### config.mk
export PLATFORM = sky130hd
export DESIGN_NAME = fsmc_ram
export DESIGN_NICKNAME = d
export VERILOG_FILES = /design/src/sv/fsmc_pkg.sv /design/src/sv/fsmc_ram.sv
export SDC_FILE = /design/constraint.sdc
export NUM_CORES = 1
export LEC_CHECK = 0
export BUFFER_PORTS_ARGS = -buffer_cell sky130_fd_sc_hd__buf_2
export CORE_MARGIN = 5
export CORE_UTILIZATION = 45
export DETAILED_ROUTE_END_ITERATION = 8
export PLACE_DENSITY = 0.59
export SYNTH_ARGS = -nofsm -noshare
export SYNTH_HDL_FRONTEND = slang
export SYNTH_SLANG_ARGS = --single-unit
### constraint.sdc
create_clock -name clock -period 9.65 [get_ports clock]
set_clock_uncertainty 0.1 [all_clocks]
set_input_delay 1.93 -clock clock [delete_from_list [all_inputs] [get_ports clock]]
set_output_delay 1.93 -clock clock [all_outputs]
set_load 0.05 [all_outputs]
### src/sv/fsmc_pkg.sv
// Shared types and constants for the flash save memory controller.
// Used by every module of the block; it depends on nothing else.
package fsmc_pkg;

   localparam int DATA_W      = 32;
   localparam int PAGE_WORDS  = 32;
   localparam int PAGE_IDX_W  = 5;
   localparam int DIVIDEND_W  = 16;
   localparam int OPCODE_W    = 8;
   localparam int STATUS_W    = 64;
   // Width of the fixed reciprocals; each is scaled by two to this power.
   localparam int RECIP_W     = 32;

   // Kind of request, carried on req_tuser.
   typedef enum logic [1:0] {
      MODE_CMD     = 2'd0,
      MODE_LOAD    = 2'd1,
      MODE_READ    = 2'd2,
      MODE_STATREG = 2'd3
   } req_mode_type;

   // Operating mode of the flash device.
   typedef enum logic [2:0] {
      OP_IDLE   = 3'd0,
      OP_ERASE  = 3'd1,
      OP_WRITE  = 3'd2,
      OP_READ   = 3'd3,
      OP_STATUS = 3'd4
   } op_mode_type;

   // Command opcodes, found in the top byte of a command word.
   localparam logic [OPCODE_W-1:0] OPC_EXECUTE    = 8'hD2;
   localparam logic [OPCODE_W-1:0] OPC_STATUS     = 8'hE1;
   localparam logic [OPCODE_W-1:0] OPC_READ       = 8'hF0;
   localparam logic [OPCODE_W-1:0] OPC_SETPAGE    = 8'h4B;
   localparam logic [OPCODE_W-1:0] OPC_ERASE      = 8'h78;
   localparam logic [OPCODE_W-1:0] OPC_WRITE      = 8'hB4;
   localparam logic [OPCODE_W-1:0] OPC_SETPAGE_ST = 8'hA5;

   // Status words loaded by the mode commands.
   localparam logic [STATUS_W-1:0] ST_STATUS  = 64'h1111_8001_00C2_0000;
   localparam logic [STATUS_W-1:0] ST_READ    = 64'h1111_8004_F000_0000;
   localparam logic [STATUS_W-1:0] ST_ERASE   = 64'h1111_8008_00C2_0000;
   localparam logic [STATUS_W-1:0] ST_SETPAGE = 64'h1111_8004_00C2_0000;

   localparam logic [DATA_W-1:0] ERASED_WORD = 32'hFFFF_FFFF;

endpackage

### src/sv/fsmc_ram.sv
// Simple dual-port synchronous memory: one write port, one read port with a
// registered read. Depends on fsmc_pkg for the data width.
module fsmc_ram #(
   parameter int DEPTH  = 32,
   parameter int ADDR_W = 5
) (
   input  logic                         clock,
   input  logic                         wr_en,
   input  logic [ADDR_W-1:0]            wr_addr,
   input  logic [fsmc_pkg::DATA_W-1:0]  wr_data,
   input  logic                         rd_en,
   input  logic [ADDR_W-1:0]            rd_addr,
   output logic [fsmc_pkg::DATA_W-1:0]  rd_data
);

   logic [fsmc_pkg::DATA_W-1:0] mem_ff [DEPTH];
   logic [fsmc_pkg::DATA_W-1:0] rd_data_ff;

   always_ff @(posedge clock) begin
      if (wr_en) begin
         mem_ff[wr_addr] <= wr_data;
      end
      if (rd_en) begin
         rd_data_ff <= mem_ff[rd_addr];
      end
   end

   assign rd_data = rd_data_ff;

endmodule

==> out/summary.txt <==
Max-slew violation count = 0
Die Y = 311 um
Hold Path Sink = rd_data[0]
Largest net degree at the start of global routing = 144
Yosys cell types = 24
Routability-driven placement congestion ratio = 0.755
Slew margin rel. = 0.122
Detail Placement HPWL = 50.7 mm
Power density over the cells = 211 mW/mm^2
Hold path depth = 4
Synth Warn # = 0
Die footprint = 0.0968 mm^2
Post-CTS Hold Buffers = 0
Internal power = 0.00767 W
Core ar. = 0.0900 mm^2
Drt first pass iters = 5
Worst EP required = 9.96 ns
DRT iter0 DRCs = 1940
Num CTS Buffers = 107
Vias per cell = 5.82
DR DRC count = 0
Longest Clk Path Bufs = 3
Clock-pin transition on the worst setup and hold timing paths = 0.06 ns
Drt wl/cell = 28.2 um
CP arrival = 4.75 ns
Switch share = 0.211
Psw = 0.00205 W
Routed WL = 102 mm
Layout net count = 2409
Flop pwr share = 0.529
I/O pin count = 77
Setup WS post-layout = 5.21 ns
Starting Density = 0.453
Worst slack at placement = 4.54 ns
First-pass GRT wire length = 147 mm
Commonest non-fill, non-tap cells in the layout = 1056 x edfxtp_1, 512 x mux2i_1, 109 x clkbuf_16
Layout fillers = 7229
Post-CTS setup buffer count = 0
Post-cts repair resize count = 0
CTS tree = built
Mapped Nets = 2305
Hold Path Class = reg -> reg
Syn avg cell area = 18.1 um^2
Cells on worst reg2reg path = 5
Comb power frac = 0.052
Row Count = 110
Clock latency on the worst-skew pair = 0.67 ns
Hold Vio Cnt, Final = 0
TNS Setup = 0 ns
H-tree depth = 3
Minimum clock period = 4.44 ns
Die Wd = 311 um
Worst-path fanout max = 111
Seq cells post-synth = 1056
Cell Area, Synth = 0.0408 mm^2
Slew of the pin with the lowest slew margin = 1.32 ns
Layout cells sized above 1 = 0.127
Sequential share of the synthesized area = 0.777
Critical path launch point = rd_addr[0]
GRT Util Overall = 0.206
Max-cap violations = 0
Max Fclk = 225 MHz
Leak = 15.9 nW
Commonest non-fill, non-tap cell in the layout = edfxtp_1
CTS Sinks = 1056
Period utilization = 0.460
Final std cells w/o fill = 3617
Vias in the first global route = 21100
Clock root cell = clkbuf_16
Dpl cells = 3431
Final setup viols = 0
Placed cell area = 0.0426 mm^2
Crit start category = input port
Crit Path Category = in -> reg
Reg2reg end = rd_data[23]
R2R Setup Slk = 7.88 ns
Cells after synthesis = 2260
# port buffers = 76
Layout area overhead = 12.8%
Min-delay src = mem_ff[10][0]
Reg-to-Reg Start = mem_ff[1][23]
CP Capture Type = register
Post-route cell area = 0.0460 mm^2
Initial antenna violation count = 3
Final core occ = 0.511
Vias = 21100
Status = finished, final reports clean
RSZ-0062 raised after global routing = false
Total gr overflow = 0
Clock power frac = 0.419
Max VDD drop = 0.142 mV
Post-route ant nets = 0
-- kinds of logic (layout without fill, tap and decap cells) --
family | after synthesis | count (layout) | share of synthesized area
buffers and inverters | 127 | 307 | 0.0185
other | 0 | 1 | 0
AO/OA/AOI/OAI | 288 | 288 | 0.0481
multiplexers | 512 | 512 | 0.126
AND/OR/NAND/NOR | 277 | 277 | 0.0308
flip-flops | 1056 | 1056 | 0.777
-- routing by layer --
metal  track usage  wire [um]
met4        0.0506       2000
met5             0          7
met3        0.0287       5880
met1         0.298      45300
met2         0.334      49000
-- worst max-delay path: stages --
cell and delay (ns):
buf_8 0.44, buf_12 0.62, buf_4 0.67, mux2i_1 0.27, a22o_1 0.18, nor3_1 0.06, a31oi_1 0.25, nand3_1 0.11
-- power by group through the flow --
| stage | Sequential, W | Combinational (W) | Clock (W) |
|---|---|---|---|
| 2_1_floorplan | 0.00528 | 0.000264 | 0 |
| 3_3_place_gp | 0.00523 | 0.000501 | 0 |
| 3_5_place_dp | 0.00524 | 0.000509 | 0 |
| 4_1_cts | 0.00514 | 0.000510 | 0.00413 |
| 5_1_grt | 0.00514 | 0.000540 | 0.00432 |
| 6_report | 0.00514 | 0.000508 | 0.00407 |
-- cell type report --
type	instances	area, um^2	area share
sequential	1056	31700	0.689
multi-input combinational	1077	8610	0.187
clock buffer	127	2800	0.0607
tap	1176	1470	0.0320
timing repair buffer	122	823	0.0179
clock inverter	58	626	0.0136
antenna	1	2.50	0.0000544
-- worst max path at each step --
stage | endpoint | slack (ns) | cells after the start
finish | rd_data[28] | 5.21 | 8
global placement | rd_data[28] | 4.62 | 8
floorplan | mem_ff[12][0] | 5.19 | 3
detailed placement | rd_data[28] | 4.54 | 8
CTS | rd_data[28] | 5.25 | 8
global route | rd_data[28] | 5.08 | 8
-- synth_stat cells --
cell type	n	share of area
edfxtp_1	1056	0.78
mux2i_1	512	0.13
nand2_1	98	0.0090
nand3_1	98	0.012
a21oi_1	96	0.012
a22oi_1	96	0.018
a22o_1	64	0.014
clkbuf_1	46	0.0042
nor2_1	34	0.0031
buf_4	33	0.0061
a31oi_1	32	0.0049
nor3_1	32	0.0039
buf_2	26	0.0032
buf_6	15	0.0041
buf_1	5	0.00046
nand3b_1	5	0.00092
or3b_2	3	0.00064
clkbuf_4	2	0.00037
nand2b_1	2	0.00031
and2_1	1	0.00015
and2b_1	1	0.00018
nor2b_1	1	0.00015
or2_2	1	0.00015
or3_1	1	0.00015
-- through the flow --
stage / hold WS, ns / power, W
2_1_floorplan: 0.529 / 0.00554
3_3_place_gp: 0.567 / 0.00573
3_5_place_dp: 0.564 / 0.00575
4_1_cts: 0.579 / 0.00978
5_1_grt: 0.640 / 0.0100
6_report: 0.573 / 0.00971
-- state kept, by name, indices dropped and copies added (netlist names) --
register,cells
mem_ff,1024
rd_data,32
(Power assumes the default switching activity.)
