===== src/sv/fsmc_pkg.sv =====
// Shared types and constants for the flash save memory controller.
// Used by every module of the block; it depends on nothing else.
package fsmc_pkg;

   localparam int DATA_W      = 32;
   localparam int PAGE_WORDS  = 32;
   localparam int PAGE_IDX_W  = 5;
   localparam int DIVIDEND_W  = 16;
   localparam int OPCODE_W    = 8;
   localparam int STATUS_W    = 64;
   // Width of the fixed reciprocals; each is scaled by two to this power.
   localparam int RECIP_W     = 32;

   // Kind of request, carried on req_tuser.
   typedef enum logic [1:0] {
      MODE_CMD     = 2'd0,
      MODE_LOAD    = 2'd1,
      MODE_READ    = 2'd2,
      MODE_STATREG = 2'd3
   } req_mode_type;

   // Operating mode of the flash device.
   typedef enum logic [2:0] {
      OP_IDLE   = 3'd0,
      OP_ERASE  = 3'd1,
      OP_WRITE  = 3'd2,
      OP_READ   = 3'd3,
      OP_STATUS = 3'd4
   } op_mode_type;

   // Command opcodes, found in the top byte of a command word.
   localparam logic [OPCODE_W-1:0] OPC_EXECUTE    = 8'hD2;
   localparam logic [OPCODE_W-1:0] OPC_STATUS     = 8'hE1;
   localparam logic [OPCODE_W-1:0] OPC_READ       = 8'hF0;
   localparam logic [OPCODE_W-1:0] OPC_SETPAGE    = 8'h4B;
   localparam logic [OPCODE_W-1:0] OPC_ERASE      = 8'h78;
   localparam logic [OPCODE_W-1:0] OPC_WRITE      = 8'hB4;
   localparam logic [OPCODE_W-1:0] OPC_SETPAGE_ST = 8'hA5;

   // Status words loaded by the mode commands.
   localparam logic [STATUS_W-1:0] ST_STATUS  = 64'h1111_8001_00C2_0000;
   localparam logic [STATUS_W-1:0] ST_READ    = 64'h1111_8004_F000_0000;
   localparam logic [STATUS_W-1:0] ST_ERASE   = 64'h1111_8008_00C2_0000;
   localparam logic [STATUS_W-1:0] ST_SETPAGE = 64'h1111_8004_00C2_0000;

   localparam logic [DATA_W-1:0] ERASED_WORD = 32'hFFFF_FFFF;

endpackage


===== src/sv/fsmc_mod_unit.sv =====
// Remainder unit: reduces a 16-bit value modulo a fixed divisor by multiplying
// with its reciprocal and correcting once in registered steps. Depends on fsmc_pkg.
module fsmc_mod_unit #(
   parameter int REM_W = 15
) (
   input  logic                              clock,
   input  logic                              reset,
   input  logic                              start,
   input  logic [fsmc_pkg::DIVIDEND_W-1:0]   dividend,
   input  logic [REM_W:0]                    divisor,
   input  logic [fsmc_pkg::RECIP_W-1:0]      recip,
   output logic                              done,
   output logic [REM_W-1:0]                  remainder
);

   localparam int XW  = fsmc_pkg::DIVIDEND_W;
   localparam int RCW = fsmc_pkg::RECIP_W;
   localparam int PRW = XW + RCW;
   localparam int BKW = XW + REM_W + 1;

   localparam logic [1:0] STEP_QUOT = 2'd0;
   localparam logic [1:0] STEP_BACK = 2'd1;
   localparam logic [1:0] STEP_FIX  = 2'd2;

   logic             busy_ff;
   logic             done_ff;
   logic [1:0]       step_ff;
   logic [XW-1:0]    num_ff;
   logic [REM_W:0]   div_ff;
   logic [RCW-1:0]   recip_ff;
   logic [XW-1:0]    quot_ff;
   logic [XW-1:0]    rem_ff;
   logic [PRW-1:0]   prod;
   logic [BKW-1:0]   back;
   logic [XW-1:0]    est;
   logic [BKW-1:0]   fix;

   // The reciprocal is rounded down, so the quotient estimate is low by at
   // most one and a single conditional subtract finishes the remainder.
   always_comb begin
      prod = PRW'(num_ff) * PRW'(recip_ff);
      back = BKW'(quot_ff) * BKW'(div_ff);
      est  = num_ff - back[XW-1:0];
      fix  = (BKW'(rem_ff) >= BKW'(div_ff)) ? (BKW'(rem_ff) - BKW'(div_ff))
                                            : BKW'(rem_ff);
   end

   always_ff @(posedge clock) begin
      if (reset) begin
         busy_ff <= 1'b0;
         done_ff <= 1'b0;
         step_ff <= STEP_QUOT;
      end else begin
         done_ff <= 1'b0;
         if (start) begin
            busy_ff <= 1'b1;
            step_ff <= STEP_QUOT;
         end else if (busy_ff) begin
            step_ff <= step_ff + 1'b1;
            if (step_ff == STEP_FIX) begin
               busy_ff <= 1'b0;
               done_ff <= 1'b1;
            end
         end
      end
   end

   always_ff @(posedge clock) begin
      if (start) begin
         num_ff   <= dividend;
         div_ff   <= divisor;
         recip_ff <= recip;
      end else if (busy_ff) begin
         case (step_ff)
            STEP_QUOT: quot_ff <= prod[PRW-1:RCW];
            STEP_BACK: rem_ff  <= est;
            STEP_FIX:  rem_ff  <= fix[XW-1:0];
            default: begin
            end
         endcase
      end
   end

   assign done      = done_ff;
   assign remainder = REM_W'(rem_ff);

endmodule

===== config.mk =====
export PLATFORM = sky130hd
export DESIGN_NAME = fsmc_mod_unit
export DESIGN_NICKNAME = d
export VERILOG_FILES = /design/src/sv/fsmc_pkg.sv /design/src/sv/fsmc_mod_unit.sv
export SDC_FILE = /design/constraint.sdc
export NUM_CORES = 2
export LEC_CHECK = 0
export ABC_CLOCK_PERIOD_IN_PS = 17500
export BUFFER_PORTS_ARGS = -buffer_cell sky130_fd_sc_hd__buf_4
export CAP_MARGIN = 20
export CORE_ASPECT_RATIO = 1.5
export CORE_MARGIN = 3
export CORE_UTILIZATION = 35
export CTS_CLUSTER_DIAMETER = 50
export DETAILED_ROUTE_END_ITERATION = 16
export SLEW_MARGIN = 30
export SYNTH_ARGS = -nofsm -noshare
export SYNTH_HDL_FRONTEND = slang
export SYNTH_SLANG_ARGS = --single-unit

===== constraint.sdc =====
create_clock -name clock -period 17.5 [get_ports clock]
set_input_delay 0 -clock clock [delete_from_list [all_inputs] [get_ports clock]]
set_output_delay 0 -clock clock [all_outputs]
set_load 0.05 [all_outputs]

==> impl_metrics.csv <==
group,metric,value,unit
global_routing,grt_pass1_wl,101200,µm
timing,max_slew.worst_pin.slew,0.8587,ns
logic_synthesis,synthArstFlopShare,0,%
routing,vias_per_cell,4.884,
worst_setup_path,worstPathMaxFanout,18,
cells_and_area,drive_above_1_share,5.284,%
routing,route.detailed.drc,0,
worst_setup_path,worstPathRequired,17.67,ns
placed_design,io_buffers,82,
clock_tree,htree_levels,3,
logic_synthesis,ys.flop_type,"edfxtp_1",
die,fp.dieArea,0.07126,mm²
timing,rsz0062_at_grt,"no",
timing,fin_skew,0.02028,ns
die,core_area,0.06705,mm²
worst_setup_path,crit_type,"flip-flop to flip-flop",
logic_synthesis,synth_warnings,0,
routing,antenna_left,0,
timing,period_minus_slack,6.713,ns
cells_and_area,fin_nets,3339,
logic_synthesis,synth_nets,3273,
worst_setup_path,worstSetupStartpointType,"flip-flop",
cells_and_area,syn_to_final_growth,9.906,%
logic_synthesis,yosysSeqAreaShare,12.44,%
die,die_h,325.4,µm
timing,finalCritPeriodShare,38.36,%
routing,firstDrtPassIters,7,
global_routing,track_usage,17.99,%
global_routing,grt_start_max_net_pins,57,
run,cap_viol_max_count,0,
routing,drt_first_iter_violations,750,
clock_tree,clk_latency,0.41,ns
cells_and_area,final_cell_mix,"inv_1, fa_1, nand2_1",
routing,routed_wl,61130,µm
logic_synthesis,ys_ff_latch,100,
clock_tree,post_cts_resized,0,
placed_design,gp_congestion,0.8932,
logic_synthesis,synth_cell_types,61,
routing,wl_per_cell,17.66,µm
logic_synthesis,netlist_area,0.02381,mm²
logic_synthesis,synthCells,2503,
worst_hold_path,hp-class,"primary input to flip-flop",
timing,fmax,149.0,MHz
clock_tree,cts.reportedPaths.clkPinSlew,0.10,ns
global_routing,grt.overflow.total,0,
timing,tns,0,ns
logic_synthesis,syn_avg_cell_area,9.512,µm²
placed_design,hpwl,48690,µm
die,ios,83,
timing,finalHoldViolCount,0,
clock_tree,numCtsBuffers,9,
routing,vias,16910,
run_status,status,"finished, final reports clean",
die,rows,116,
cells_and_area,fillers,6648,
die,start_util,35.51,%
logic_synthesis,synth_edf_count,96,
clock_tree,clock_sinks,100,
clock_tree,cts_tree,"done",
global_routing,grt_pass1_vias,19560,
die,floorplan.die.width,219.0,µm
worst_setup_path,crit_path_end_kind,"flip-flop",
cells_and_area,layout_commonest_cell,"inv_1",
clock_tree,cts_root_buffer,"clkbuf_16",
timing,relSlewSlack,42.76,%
clock_tree,cts_buffer_depth,2,
timing,finalSetupViolations,0,
worst_setup_path,cp.arrival,6.88,ns
global_routing,antenna_found_initial,4,
timing,slew_violations,0,
## synth_stat cells, types with 2 or more instances
master / count / area (µm²)
inv_1: 574 / 2155
fa_1: 514 / 10290
nand2_1: 381 / 1430
and2_1: 294 / 1839
ha_1: 189 / 2365
clkbuf_1: 96 / 360.4
edfxtp_1: 96 / 2883
xnor2_1: 49 / 429.2
a21oi_1: 45 / 225.2
nor2_1: 32 / 120.1
o21ai_0: 21 / 105.1
xor2_1: 21 / 183.9
o21ai_1: 18 / 90.09
nand4_1: 16 / 100.1
buf_4: 15 / 112.6
a21o_1: 14 / 105.1
nand3_1: 11 / 55.05
a211oi_1: 9 / 67.56
nor3_1: 9 / 45.04
o211ai_1: 9 / 67.56
nand2b_1: 7 / 43.79
o21a_1: 7 / 52.55
nor2b_1: 6 / 37.54
or3_1: 6 / 37.54
a31oi_1: 5 / 31.28
and3_1: 5 / 31.28
o31ai_1: 5 / 37.54
dfxtp_1: 4 / 80.08
mux2i_1: 4 / 40.04
o31ai_2: 3 / 37.54
or2_2: 3 / 18.77
a21oi_2: 2 / 17.52
a22oi_1: 2 / 15.01
buf_2: 2 / 10.01
nand3b_1: 2 / 15.01
nor4_1: 2 / 12.51
## repair_timing
item | in CTS | in global routing
endpoints found under the hold margin | 80 | 0
setup buffers | 0 | 0
hold buffers | 66 | 0
## per-layer routing
metal / vias to the layer above / routed length (µm) / track usage, %
met4: 0 / 1929 / 6.626
met2: 446 / 33170 / 33.98
met3: 124 / 2719 / 2.383
met1: 8777 / 23320 / 20.35
li1: 7561 / - / -
met5: - / 0 / 0
## critical path, cell delays in order, from the launching register on
cell      delay [ns]
edfxtp_1        0.80
buf_6           0.28
nand2_1         0.10
fa_1            0.53
inv_1           0.06
fa_1            0.54
inv_1           0.05
fa_1            0.50
inv_1           0.05
fa_1            0.49
fa_1            0.49
inv_1           0.05
fa_1            0.47
inv_1           0.04
ha_1            0.30
a21o_1          0.17
a21o_1          0.17
a221oi_1        0.30
nand4_1         0.14
o21ai_1         0.40
o21ai_1         0.19
a211oi_1        0.29
nor2_1          0.07
## stage by stage
stage	hold slack [ns]	cell area [µm²]	instances	setup slack, ns	utilization [%]
after floorplan	0.07238	23810	2503	11.55	-
after global placement	0.1795	25190	3376	10.60	37.57
after detailed placement	0.1796	25200	3377	10.80	37.59
after CTS	0.2788	26160	3459	10.78	39.01
after global routing	0.3052	26170	3462	10.42	39.02
final	0.3019	26170	3462	10.79	39.02
## sequential cells by signal, indices dropped and copies added, names as in the netlist
name      flops
step_ff       2
div_ff       16
quot_ff      16
num_ff       16
busy_ff       1
done          1
recip_ff     32
rem_ff       16
## cell type report
class	count	area, µm²	area share [%]
multi-input combinational	1715	18210	69.57
sequential	100	2963	11.32
inverter	575	2158	8.248
timing repair buffer	168	1430	5.465
tap	885	1107	4.232
clock buffer	9	225.2	0.8607
clock inverter	7	71.32	0.2725
antenna	3	7.507	0.02869
## worst paths after layout
path         startpoint            to  slack (ns)  depth (start not counted)
max reg2reg   num_ff[2]    quot_ff[8]       10.79                         22
max           num_ff[2]    quot_ff[8]       10.79                         22
min           recip[13]  recip_ff[13]        0.30                          2
min reg2reg     busy_ff          done        0.54                          2
## kinds of logic (layout without fill, tap and decap cells)
kind of cell             Yosys count  after routing  synth area share (%)
AO/OA/AOI/OAI                    158            158                 4.372
XOR/XNOR                          71             71                 2.643
flip-flops                       100            100                 12.44
buffers and inverters            688            759                 11.09
other                              0              3                     0
multiplexers                       5              5                0.2155
adder cells (fa/ha/maj)          703            703                 53.15
AND/OR/NAND/NOR                  778            778                 16.08
Power is not shown: default switching activity piles up to over one toggle a cycle in this logic, so the estimate is an artifact.
